==> config.mk <==
export PLATFORM = sky130hd
export DESIGN_NAME = llca_rule
export DESIGN_NICKNAME = d
export VERILOG_FILES = /design/src/rtl/core/llca_pkg.sv /design/src/rtl/core/llca_rule.sv
export SDC_FILE = /design/constraint.sdc
export NUM_CORES = 1
export LEC_CHECK = 0
export BUFFER_PORTS_ARGS = -buffer_cell sky130_fd_sc_hd__buf_2
export CAP_MARGIN = 20
export CORE_MARGIN = 2
export CORE_UTILIZATION = 42
export DETAILED_ROUTE_END_ITERATION = 8
export SLEW_MARGIN = 20
export SYNTH_ARGS = -nofsm -noshare
export SYNTH_HDL_FRONTEND = slang
export SYNTH_SLANG_ARGS = --single-unit
==> constraint.sdc <==
create_clock -name vclk -period 13.7
set_clock_uncertainty 0.05 [all_clocks]
set_input_delay 1.37 -clock vclk [all_inputs]
set_output_delay 1.37 -clock vclk [all_outputs]
set_load 0.005 [all_outputs]
==> src/rtl/core/llca_pkg.sv <==
`default_nettype none
// ----------------------------------------------------------------------------
// llca_pkg: shared types and codes of the life-like automaton
// Item mode codes, configuration register indexes and the edit command
// broadcast from the top level to every row cell.
// ----------------------------------------------------------------------------
package llca_pkg;

    // coordinate and mask widths fixed by the item fields
    localparam int COORD_W = 6;
    localparam int MASK_W  = 9;
    localparam int COUNT_W = 4;
    localparam int GENS_W  = 8;
    localparam int LEFT_W  = 9;
    localparam int OUT_W   = 64;

    // item modes
    localparam logic [1:0] MODE_EDIT    = 2'd0;
    localparam logic [1:0] MODE_ADVANCE = 2'd1;
    localparam logic [1:0] MODE_READ    = 2'd2;

    // configuration register indexes
    localparam logic CFG_SURVIVE = 1'b0;
    localparam logic CFG_BORN    = 1'b1;

    // edit command seen by all row cells
    typedef struct packed {
        logic               set_en;
        logic [COORD_W-1:0] set_x;
        logic [COORD_W-1:0] set_y;
        logic               clr_en;
        logic [COORD_W-1:0] clr_x;
        logic [COORD_W-1:0] clr_y;
    } edit_cmd_t;

endpackage
`default_nettype wire

==> src/rtl/core/llca_rule.sv <==
`default_nettype none
// ----------------------------------------------------------------------------
// llca_rule: next-generation row unit
// Counts the live neighbours of every interior cell of the current row from
// the rows above and below and applies the birth or survival mask.
// ----------------------------------------------------------------------------
module llca_rule #(
    parameter int GRID_COLS = 64
) (
    input  wire logic [GRID_COLS-1:0]        above,
    input  wire logic [GRID_COLS-1:0]        cur,
    input  wire logic [GRID_COLS-1:0]        below,
    input  wire logic                        border,
    input  wire logic [llca_pkg::MASK_W-1:0] survive_mask,
    input  wire logic [llca_pkg::MASK_W-1:0] born_mask,
    output logic      [GRID_COLS-1:0]        next_row
);

    logic [llca_pkg::COUNT_W-1:0] count [GRID_COLS];

    // per-column neighbour count, edge columns stay dead
    always_comb
    begin
        next_row = '0;
        for (int x = 0; x < GRID_COLS; x++)
        begin
            count[x] = '0;
        end
        for (int x = 1; x < GRID_COLS - 1; x++)
        begin
            count[x] = llca_pkg::COUNT_W'(above[x-1]) + llca_pkg::COUNT_W'(above[x])
                     + llca_pkg::COUNT_W'(above[x+1]) + llca_pkg::COUNT_W'(cur[x-1])
                     + llca_pkg::COUNT_W'(cur[x+1])   + llca_pkg::COUNT_W'(below[x-1])
                     + llca_pkg::COUNT_W'(below[x])   + llca_pkg::COUNT_W'(below[x+1]);
            if (!border)
            begin
                next_row[x] = cur[x] ? survive_mask[count[x]] : born_mask[count[x]];
            end
        end
    end

endmodule
`default_nettype wire
==> impl_metrics.toml, run 1 <==
[grt]
grt_pass1_wl_um = 108000
met2_usage_pct = 46.4
use_met1_pct = 33.9
grt_use_met3_pct = 2.22
busiest_layer = "met2"
grt.total_usage_pct = 26.0
grt_pass1_vias = 19179
antenna_found_initial = 8
overflow = 0
grt_start_max_net_pins = 63

[placement]
dp_slack_ns = 7.09
postPlaceCellArea_sq_um = 23000
io_buffers = 273
dp.cells = 3111
gp_congestion = 0.869
place_hpwl_um = 45700

[power_and_ir_drop]
swShare_pct = 47.6
p_clk_share_pct = 0
power.density_nw_per_um2 = 112
p_switching_uw = 1230
p_leak_uw = 0.0116
p_seq_share_pct = 0
ir_drop_uv = 51.2
combPwrFrac_pct = 100.0
p_int_uw = 1350

[clocking]
hold_buffers = 0
cts_resized = 0
post_cts_buffers = 0

[finish]
nClkBuffers = 0
final_common_cell = "inv_1"
instances_no_fill = 3117
seqCellArea_sq_um = 0
seq_cells = 0
final_cell_mix = "570 x inv_1, 269 x buf_2, 248 x fa_1, 242 x mux4_2, 220 x nand2_1"
final_layout_size_suffix_gt1_share_pct = 23.5
area_growth_pct = 8.25
design_area_sq_um = 23000
fill_cells = 4844
design.final.nets = 3086

[detailed_routing]
drc_errors = 0
finalWirelength_um = 68000
routed_via_density = 5.79
avgRoutedWirePerCell_um = 21.8
vias = 18044
dr.pass1.iters = 5
drt_iter0_drc = 1200
ant_nets = 0

[outcome]
status = "finished clean"

[die]
ios = 275
die_area_sq_um = 52400
core_area_sq_um = 50100
die_x_um = 229
die_y_um = 229
num_rows = 82
initial_core_util_pct = 42.4

[yosys]
ys_seq_area_share_pct = 0
yosysTopAreaCell = "mux4_2"
synth_warnings = 0
synth_top_cell_area_share_pct = 25.7
synth_area_per_cell_sq_um = 9.23
synth_area_leaders = "mux4_2 26%, fa_1 23%, ha_1 11%"
synth_area_sq_um = 21200
netlist_instances = 2299
synth.distinct_cells = 48

[timing]
fin_ws_ns = 7.03
hold_viol = 0
setup_violations = 0
holdWs_ns = 3.15
finalSetupTns_ns = 0
rsz0062_at_grt = "false"
finalCritPeriodShare_pct = 48.7
slew_violations = 0
fmax_mhz = 150
worst_pin_slew_ns = 1.09
fin_crit_ns = 6.67
relSlewSlack_pct = 27.4

[worst_setup_path]
slowest_stage = "fa_1"
cp-start-kind = "input pin"
crit_path_frequent_cell = "fa_1"
worst-path-buf-inv = 5
critPathKind = "input pin to output port"
critPathMaxFanout = 5
arrival_ns = 5.25
max_stage_delay_ns = 0.58
worstPathCellList = "buf_2 -> inv_1 -> fa_1 -> fa_1 -> fa_1 -> inv_1 -> ha_1 -> inv_1 -> fa_1 -> mux4_2 -> nand2_1 -> nand2_1 -> a21oi_1 -> a311oi_1 -> buf_2"
path_delay_family = "adder cells"
critPathCaptureType = "output port"
cp_data_required_time_ns = 12.28

[hold_path]
holdCritPathClass = "input pin to output port"

[job]
max_cap_violations = 0
[cells by family after synthesis]
| group | count (synthesis) | share of synthesized area, % |
|---|---|---|
| AND/OR/NAND/NOR | 428 | 9.17 |
| XOR/XNOR | 58 | 2.39 |
| buffers and inverters | 720 | 12.9 |
| adder cells (fa/ha/maj) | 434 | 34.4 |
| other | 1 | 0.0177 |
| multiplexers | 405 | 33.6 |
| AO/OA/AOI/OAI | 253 | 7.54 |
[cell type report]
class	count	area, sq um	share of cell area (%)
repair buffers	289	1500	6.51
multi-input cells	1580	18500	80.5
well taps	672	841	3.66
diodes	6	15.0	0.0653
inverters	570	2140	9.31
[metrics by stage]
stage | util, % | power (uW)
after floorplan | - | 2060
after global placement | 45.9 | 2500
after detailed placement | 45.9 | 2570
after CTS | 45.9 | 2590
after global routing | 45.9 | 2870
final | 45.9 | 2580
[per-layer routing]
metal,vias up,wire [um],share of wire (%)
li1,7995,-,-
met1,9090,27100,40
met2,802,34200,50
met3,153,4820,7.1
met4,4,1790,2.6
met5,-,30,0.044
[synthesized netlist by cell type (3+ instances only)]
cell type and count:
inv_1 570, fa_1 248, mux4_2 242, nand2_1 220
ha_1 186, clkbuf_1 123, mux2i_1 123, nor2_1 88
a21oi_1 80, o21ai_0 48, mux2_2 40, a21o_1 39
xor2_1 37, nand2b_1 25, nand3b_1 22, nand3_1 21
xnor2_1 21, buf_2 17, nor2b_1 17, o32ai_1 14
a311oi_1 13, nor3b_1 13, o21bai_1 13, a22oi_1 12
a31oi_1 10, nor4b_1 6, o21ai_1 6, and2_1 5
clkbuf_2 5, a211o_1 4, a2111oi_0 3, and3_1 3
[power by group through the flow]
stage	clock, uW	combinational [uW]	sequential [uW]
2_1_floorplan	0	2060	0
6_report	0.0000587	2580	0
3_5_place_dp	0	2570	0
3_3_place_gp	0	2500	0
4_1_cts	0	2590	0
5_1_grt	0.0000489	2870	0
[path summary, 6_finish.rpt]
| kind | startpoint | endpoint | slack, ns | depth (start not counted) |
|---|---|---|---|---|
| worst max-delay path | above[37] | next_row[38] | 7.03 | 15 |
| worst min-delay path | cur[62] | next_row[62] | 3.15 | 5 |
No activity file was read; power rests on OpenSTA's default activity.
==> inputs of run 2 (changes only) <==
==> constraint.sdc (replaced) <==
create_clock -name vclk -period 6.3
set_clock_uncertainty 0.05 [all_clocks]
set_input_delay 0.63 -clock vclk [all_inputs]
set_output_delay 0.63 -clock vclk [all_outputs]
set_load 0.005 [all_outputs]
==> run 2 against run 1 <==
  * Count of clock-buffer cells in the layout stayed put
  * Sequential share of layout area stayed put
  * Worst setup slack got worse by 5.9 ns
  * Critical path depth did not move
  * Largest power group unchanged
  * Wire length increased by 0.67%
==> impl_metrics.toml, run 2 (synthesis gave the netlist of run 1 again) <==
[worst_setup_path]
cp_data_required_time_ns = 5.62
arrival_ns = 4.52
critPathMaxFanout = 5
crit_path_start = "cur[23]"
critPathCaptureType = "output port"
critPathKind = "input pin to output port"
cp-start-kind = "input pin"

[power_and_ir_drop]
ir_drop_uv = 109
fin_total_pwr_uw = 5620
power.density_nw_per_um2 = 244
p_leak_uw = 0.0116

[timing]
worst_pin_slew_ns = 1.17
finalCritPeriodShare_pct = 82.5
setup_violations = 0
hold_viol = 0
fin_crit_ns = 5.20
slew_violations = 0
finalSetupTns_ns = 0
holdWs_ns = 1.69
fmax_mhz = 192
relSlewSlack_pct = 21.9
rsz0062_at_grt = "false"

[die]
die_y_um = 229
num_rows = 82
die_x_um = 229
die_area_sq_um = 52400
core_area_sq_um = 50100
initial_core_util_pct = 42.4
ios = 275

[grt]
grt.total_usage_pct = 26.3
overflow = 0
grt_pass1_vias = 19139
grt_start_max_net_pins = 63
grt_pass1_wl_um = 109000
antenna_found_initial = 8

[placement]
io_buffers = 273
gp_congestion = 0.885
place_hpwl_um = 48100

[detailed_routing]
dr.pass1.iters = 5
met3WireLength_um = 4060
ant_nets = 0
finalWirelength_um = 68400
routed_via_density = 5.75
drt-met1-wl_um = 28300
vias = 17966
avgRoutedWirePerCell_um = 21.9
top_layer = "met5"
drt_iter0_drc = 1354
drc_errors = 0
met2_length_um = 34500

[finish]
design.final.nets = 3096
nClkBuffers = 0
area_growth_pct = 8.60
final_layout_size_suffix_gt1_share_pct = 23.8
seqCellArea_sq_um = 0
final_cell_mix = "570 x inv_1, 269 x buf_2, 248 x fa_1, 242 x mux4_2, 220 x nand2_1"
final_common_cell = "inv_1"
seq_cells = 0

[clocking]
post_cts_buffers = 0
cts_resized = 0
hold_buffers = 0

[job]
max_cap_violations = 0

[hold_path]
min_from = "cur[41]"
holdCritPathClass = "input pin to output port"

[outcome]
status = "finished clean"
-- run 2: layer usage --
metal	up-vias	track usage (%)
met5	-	0
met4	6	5.60
met3	128	1.97
met2	702	47.0
met1	9120	34.9
li1	8010	-
-- run 2: where the power goes --
group	switching, uW	leakage [uW]	internal [uW]
clock network	0	0.0000000380	0.000128
registers	0	0	0
logic	2680	0.0116	2940
total	2680	0.0116	2940
-- run 2: path summary, 6_finish.rpt --
path / slack [ns] / cells after the start / end
max: 1.10 / 15 / next_row[24]
min: 1.69 / 6 / next_row[41]
-- run 2: critical path, cell delays in order --
cell and delay (ns):
buf_2 0.13, inv_1 0.13, fa_1 0.45, fa_1 0.56, fa_1 0.44, inv_1 0.08, ha_1 0.16, inv_1 0.05
fa_1 0.57, mux4_2 0.40, nand2_1 0.06, nand2_1 0.07, a21oi_1 0.06, a311oi_1 0.51, buf_2 0.22
-- run 2: cell type report --
type,count,area (sq um)
tap,672,841
multi-input combinational,1580,18500
fill,4913,27000
timing repair buffer,299,1570
antenna,6,15.0
inverter,570,2140
-- run 2: metrics by stage --
| step | worst slack, ns | instance area, sq um | utilization [%] | cells |
|---|---|---|---|---|
| global route | 0.911 | 23000 | 46.0 | 3126 |
| floorplan | 1.46 | 21200 | - | 2300 |
| finish | 1.10 | 23100 | 46.0 | 3127 |
| CTS | 1.09 | 23000 | 46.0 | 3121 |
| global placement | 1.14 | 23000 | 46.0 | 3121 |
| detailed placement | 1.09 | 23000 | 46.0 | 3121 |
