==> config.mk <==
export PLATFORM = sky130hd
export DESIGN_NAME = llca_row_cell
export DESIGN_NICKNAME = d
export VERILOG_FILES = /design/src/rtl/core/llca_pkg.sv /design/src/rtl/core/llca_row_cell.sv
export SDC_FILE = /design/constraint.sdc
export NUM_CORES = 1
export LEC_CHECK = 0
export BUFFER_PORTS_ARGS = -buffer_cell sky130_fd_sc_hd__buf_4
export CAP_MARGIN = 20
export CORE_ASPECT_RATIO = 0.5
export CORE_MARGIN = 8
export CORE_UTILIZATION = 43
export DETAILED_ROUTE_END_ITERATION = 12
export PLACE_DENSITY = 0.79
export SLEW_MARGIN = 20
export SYNTH_ARGS = -nofsm -noshare
export SYNTH_HDL_FRONTEND = slang
export SYNTH_SLANG_ARGS = --single-unit
==> constraint.sdc <==
create_clock -name clk -period 1.15 [get_ports clk]
set_clock_uncertainty 0.1 [all_clocks]
set_input_delay 0.1725 -clock clk [delete_from_list [all_inputs] [get_ports clk]]
set_output_delay 0.1725 -clock clk [all_outputs]
set_load 0.01 [all_outputs]
==> src/rtl/core/llca_pkg.sv <==
`default_nettype none
// ----------------------------------------------------------------------------
// llca_pkg: shared types and codes of the life-like automaton
// Item mode codes, configuration register indexes and the edit command
// broadcast from the top level to every row cell.
// ----------------------------------------------------------------------------
package llca_pkg;

    // coordinate and mask widths fixed by the item fields
    localparam int COORD_W = 6;
    localparam int MASK_W  = 9;
    localparam int COUNT_W = 4;
    localparam int GENS_W  = 8;
    localparam int LEFT_W  = 9;
    localparam int OUT_W   = 64;

    // item modes
    localparam logic [1:0] MODE_EDIT    = 2'd0;
    localparam logic [1:0] MODE_ADVANCE = 2'd1;
    localparam logic [1:0] MODE_READ    = 2'd2;

    // configuration register indexes
    localparam logic CFG_SURVIVE = 1'b0;
    localparam logic CFG_BORN    = 1'b1;

    // edit command seen by all row cells
    typedef struct packed {
        logic               set_en;
        logic [COORD_W-1:0] set_x;
        logic [COORD_W-1:0] set_y;
        logic               clr_en;
        logic [COORD_W-1:0] clr_x;
        logic [COORD_W-1:0] clr_y;
    } edit_cmd_t;

endpackage
`default_nettype wire

==> src/rtl/core/llca_row_cell.sv <==
`default_nettype none
// ----------------------------------------------------------------------------
// llca_row_cell: one grid row of the rotating row chain
// Holds one row of cells. While the chain rotates it takes the row of its
// neighbour; while idle it applies edit commands aimed at its own row.
// ----------------------------------------------------------------------------
module llca_row_cell #(
    parameter int GRID_COLS = 64,
    parameter int ROW_IDX   = 0
) (
    input  wire logic                   clk,
    input  wire logic                   rst_n,
    input  wire logic                   shift_en,
    input  wire logic [GRID_COLS-1:0]   shift_in,
    input  wire logic                   edit_en,
    input  wire llca_pkg::edit_cmd_t    edit_cmd,
    output logic      [GRID_COLS-1:0]   row
);

    logic [GRID_COLS-1:0] row_reg;
    logic [GRID_COLS-1:0] set_mask;
    logic [GRID_COLS-1:0] clr_mask;
    logic                 row_ok;

    // top border row (row 0) never takes edits
    assign row_ok = (ROW_IDX != 0);

    // decode one-hot set and clear masks for this row, column 0 excluded
    always_comb
    begin
        set_mask = '0;
        clr_mask = '0;
        for (int c = 1; c < GRID_COLS; c++)
        begin
            set_mask[c] = row_ok && edit_cmd.set_en
                          && (edit_cmd.set_x == llca_pkg::COORD_W'(c))
                          && (edit_cmd.set_y == llca_pkg::COORD_W'(ROW_IDX));
            clr_mask[c] = row_ok && edit_cmd.clr_en
                          && (edit_cmd.clr_x == llca_pkg::COORD_W'(c))
                          && (edit_cmd.clr_y == llca_pkg::COORD_W'(ROW_IDX));
        end
    end

    // row storage: rotate or edit (set first, then clear)
    always_ff @(posedge clk or negedge rst_n)
    begin
        if (!rst_n)
        begin
            row_reg <= '0;
        end
        else if (shift_en)
        begin
            row_reg <= shift_in;
        end
        else if (edit_en)
        begin
            row_reg <= (row_reg | set_mask) & ~clr_mask;
        end
    end

    assign row = row_reg;

endmodule
`default_nettype wire

==> flow_summary.json, run 1 <==
{
  "min_period_over_period_pct": 102.1,
  "power_mw": 7.032,
  "remaining_drc_errors": 0,
  "finalSetupViolCount": 10,
  "hold_viol_final": 0,
  "grt_max_degree": 54,
  "power.density_nw_per_um2": 1378,
  "synth-seq-cells": 64,
  "die_h_um": 71.81,
  "layout-drive-gt1-share_pct": 65.62,
  "ant_nets": 0,
  "avgSynthCellArea_um2": 19.84,
  "cp-start-kind": "flop",
  "syn_inst": 135,
  "critPathSlowestCell": "dfrtp_1",
  "slowest_delay_ps": 420,
  "insertion_delay_ps": 330,
  "fmax_mhz": 851.7,
  "wl_per_cell_um": 22.75,
  "cts_sinks": 64,
  "synth_cell_types": 5,
  "yosysWarnings": 0,
  "grt_pass1_wl_mm": 13.83,
  "syn_nets": 229,
  "antenna_found_initial": 0,
  "status": "finished, violations left",
  "critPathArrivalTime_ps": 900,
  "nets": 470,
  "ys_seq_area_share_pct": 59.79,
  "track_usage_pct": 19.91,
  "portBuffers": 130,
  "drv_slew": 0,
  "die_area_um2": 9164,
  "rows": 20,
  "required_ps": 880,
  "crit_type": "flop to output pin",
  "end_kind": "output pin",
  "largest_register_ffs": 64,
  "path_delay_family": "flip-flops",
  "area_growth_pct": 90.47,
  "whs_ps": 173.4,
  "io-pin-count": 158,
  "via_per_inst": 4.674,
  "cts_made_buffers": 9,
  "synth_area_um2": 2679,
  "root_buffer": "clkbuf_16",
  "stdcell_count": 469,
  "place_inst": 352,
  "gr-total-overflow": 0,
  "tritoncts": "built",
  "fillCellCount": 267,
  "utilization_pct": 84.26,
  "crit_chain": "buf_6",
  "timing.final.ws_setup_ps": -24.19,
  "floorplan.initialDensity_pct": 44.24,
  "drt_iter0_drc": 130,
  "die_x_um": 127.6,
  "htree_levels": 3,
  "antennaDiodeCount": 0,
  "path_buf_inv": 1,
  "regArea_um2": 1602,
  "rsz0062_at_grt": "yes",
  "gp_congestion": 0.6636,
  "path_clk_slew_ps": 60,
  "drt-pass1-iter-count": 4,
  "multi_input_area_um2": 945.9,
  "cts_max_path_buffers": 2,
  "worstMarginPinSlew_ps": 297.0,
  "crit_fanout": 2,
  "fin_crit_ps": 1174,
  "slew_headroom_pct": 80.20,
  "cap_violations": 0,
  "grt_pass1_vias": 2424,
  "finalWirelength_mm": 10.67,
  "ir_worst_vdd_v": 0.0007032,
  "leakage_nw": 2.568,
  "post-dp-hpwl_mm": 5.039,
  "core-area_um2": 6056,
  "hold_path.class": "input pin to async pin",
  "final.setup.tns_ps": -90.84,
  "num_vias": 2192,
  "violations": "setup timing"
}
[Yosys cell counts]
| cell | count | area, um^2 |
|---|---|---|
| dfrtp_1 | 64 | 1602 |
| buf_6 | 1 | 11.26 |
| buf_12 | 6 | 120.1 |
| mux2_2 | 4 | 45.04 |
| mux2_4 | 60 | 900.9 |
[per-layer routing]
metal | global-route usage [%] | part of all wire, % | vias to the layer above
li1 | - | - | 957
met1 | 20.62 | 38 | 1119
met2 | 37.98 | 54 | 87
met3 | 5.922 | 4.7 | 29
met4 | 6.658 | 3.6 | 0
met5 | 0 | 0 | -
[cell families (layout without fill, tap and decap cells)]
group | after synthesis | after routing | share of synthesized area [%]
buf+inv | 7 | 253 | 4.904
flops | 64 | 64 | 59.79
mux | 64 | 64 | 35.31
[power breakdown]
part           internal, mW  switching, mW  total [mW]
Sequential             2.48          0.189        2.67
Clock                  1.63          0.985        2.62
Combinational          1.15          0.594        1.74
Total                  5.26           1.77        7.03
[final timing paths]
check                          from       to  slack, ps  cells past startpoint
max                          row[8]   row[8]        -20                      1
min                           rst_n  row[12]        170                      2
max reg2reg                  row[2]   row[2]          0                      3
min reg2reg                 row[25]  row[25]        410                      1
max in group asynchronous     rst_n  row[22]        250                      3
min in group clk           shift_en   row[7]        290                      3
[metrics by stage]
| step | setup slack (ps) | area [um^2] |
|---|---|---|
| after floorplan | 146.2 | 2679 |
| after global placement | 48.85 | 3741 |
| after detailed placement | 25.21 | 3741 |
| after CTS | 0.6822 | 4757 |
| after global routing | -34.42 | 5102 |
| final | -24.19 | 5102 |
[cell type report]
class	instances	area share, %
repair buffers	237	42.30
flip-flops and latches	64	31.39
multi-input cells	64	18.54
clock buffers	14	5.370
well taps	88	2.158
clock inverters	2	0.2452
[cell usage in the layout (no fill, tap or decap)]
cell type / synthesis / final
mux2_4: 60 / 60
clkbuf_8: 0 / 3
clkinv_2: 0 / 1
mux2_2: 4 / 4
dlygate4sd3_1: 0 / 65
dfrtp_1: 64 / 64
buf_4: 0 / 126
buf_6: 1 / 41
clkbuf_1: 0 / 2
clkinvlp_4: 0 / 1
clkbuf_16: 0 / 9
buf_12: 6 / 5
[repair_timing]
item	4_1_cts	5_1_grt
hold endpoints to repair	128	0
buffers inserted	9	27
hold buffers	65	0
gates resized for setup	3	38
setup endpoints to repair	11	54
Note: power is estimated with default switching activity, not from simulation.
==> inputs of run 2 (changes only) <==
Settings changed: CELL_PAD_IN_SITES_DETAIL_PLACEMENT from default to 2, CELL_PAD_IN_SITES_GLOBAL_PLACEMENT from default to 2, CORE_UTILIZATION 43 to 28, PLACE_DENSITY 0.79 to default, PLACE_DENSITY_LB_ADDON from default to 0.1.
Clock period 1.15 ns to 1.1 ns, I/O delays scaled along.
==> run 2 against run 1 <==
The run still ends with setup timing left. Sequential share of layout area is 1.0 points lower. Combinational power is 8% higher. Critical path depth stayed put. Die area is 43% higher. Critical path type unchanged.
==> flow_summary.json, run 2 (synthesized netlist as in run 1, its figures left out) <==
{
  "status": "finished, violations left",
  "violations": "setup timing",
  "htree_levels": 3,
  "finalWirelength_mm": 10.00,
  "io-pin-count": 158,
  "post-dp-hpwl_mm": 5.610,
  "die_x_um": 154.3,
  "ant_nets": 0,
  "wl_per_cell_um": 19.57,
  "fin_crit_ps": 1126,
  "nets": 479,
  "drv_slew": 0,
  "final_common_cell": "buf_4",
  "whs_ps": 155.4,
  "gp_congestion": 0.6971,
  "hold_path.class": "input pin to async pin",
  "drt_iter0_drc": 48,
  "met1_usage_pct": 15.53,
  "finalSetupViolCount": 51,
  "path_clk_slew_ps": 50,
  "cts_max_path_buffers": 2,
  "core-area_um2": 9384,
  "leakage_nw": 2.637,
  "gr-total-overflow": 0,
  "worstMarginPinSlew_ps": 230.9,
  "place_inst": 384,
  "hold_viol_final": 0,
  "remaining_drc_errors": 0,
  "crit_chain": "buf_6",
  "track_usage_pct": 15.07,
  "insertion_delay_ps": 320,
  "path_delay_family": "flip-flops",
  "top_usage_layer": "met2",
  "via_per_inst": 4.117,
  "cts_made_buffers": 9,
  "path_buf_inv": 1,
  "required_ps": 830,
  "die_h_um": 85.17,
  "final_cell_mix": "buf_4, dlygate4sd3_1, buf_6, dfrtp_1, mux2_4",
  "fillCellCount": 847,
  "critPathArrivalTime_ps": 860,
  "ir_worst_vdd_v": 0.0007227,
  "slew_headroom_pct": 84.61,
  "antennaDiodeCount": 0,
  "rsz0062_at_grt": "yes",
  "antenna_found_initial": 0,
  "crit_type": "flop to output pin",
  "met2_usage_pct": 28.31,
  "largest_register_ffs": 64,
  "drt-pass1-iter-count": 3,
  "stdcell_count": 511,
  "grt_pass1_vias": 2601,
  "rows": 25,
  "fmax_mhz": 888.2,
  "layout-drive-gt1-share_pct": 66.41,
  "cp-start-kind": "flop",
  "floorplan.initialDensity_pct": 28.55,
  "power.density_nw_per_um2": 1371,
  "met3_usage_pct": 5.778,
  "area_growth_pct": 97.01,
  "portBuffers": 130,
  "r2r_start": "row[30]",
  "slowest_delay_ps": 400,
  "cts_sinks": 64,
  "cap_violations": 0,
  "min_period_over_period_pct": 102.4,
  "crit_fanout": 2,
  "grt_pass1_wl_mm": 15.12,
  "critPathSlowestCell": "dfrtp_1",
  "root_buffer": "clkbuf_16",
  "timing.final.ws_setup_ps": -25.90,
  "die_area_um2": 13140,
  "tritoncts": "built",
  "place_ws_ps": -15.30,
  "grt_max_degree": 27,
  "num_vias": 2104,
  "end_kind": "output pin",
  "crit_path_start": "row[30]"
}
==> run 2: layout make-up <==
class	instances	area [um^2]	area share (%)
repair buffers	246	2312	43.81
well taps	121	151.4	2.869
multi-input cells	64	945.9	17.92
clock buffers	12	246.5	4.670
flip-flops and latches	64	1602	30.35
clock inverters	4	20.02	0.3793
==> run 2: path summary, 6_finish.rpt <==
path,to,slack [ps],cells past startpoint
max in group asynchronous,row[55],330,3
hold / removal,row[11],160,2
setup / recovery,row[30],-30,1
min in group clk,row[20],290,3
setup reg to reg,row[30],80,2
hold reg to reg,row[63],440,1
==> run 2: per-stage QoR <==
stage / area, um^2 / setup TNS, ps / util, % / total power [mW]
after global routing: 5278 / -2837 / 56.24 / 7.576
after CTS: 5172 / -1405 / 55.12 / 7.216
final: 5278 / -575.1 / 56.24 / 7.237
after detailed placement: 3775 / -38.52 / 40.23 / 4.059
after floorplan: 2679 / 0 / - / 3.346
after global placement: 3775 / -8.893 / 40.23 / 4.017
==> run 2: what timing repair did <==
item | 4_1_cts | 5_1_grt
gates resized for setup | 64 | 0
hold endpoints to repair | 128 | 0
setup endpoints to repair | 64 | 64
setup buffers | 32 | 14
hold buffers | 65 | 0
==> run 2: layer usage <==
metal | wire length (um) | vias up
li1 | - | 972
met1 | 3804 | 1059
met2 | 5604 | 68
met3 | 527 | 5
met4 | 65 | 0
met5 | 0 | -
==> run 2: power breakdown <==
part | switching [mW] | internal (mW)
registers | 0.194 | 2.60
logic | 0.591 | 1.29
clock network | 0.997 | 1.57
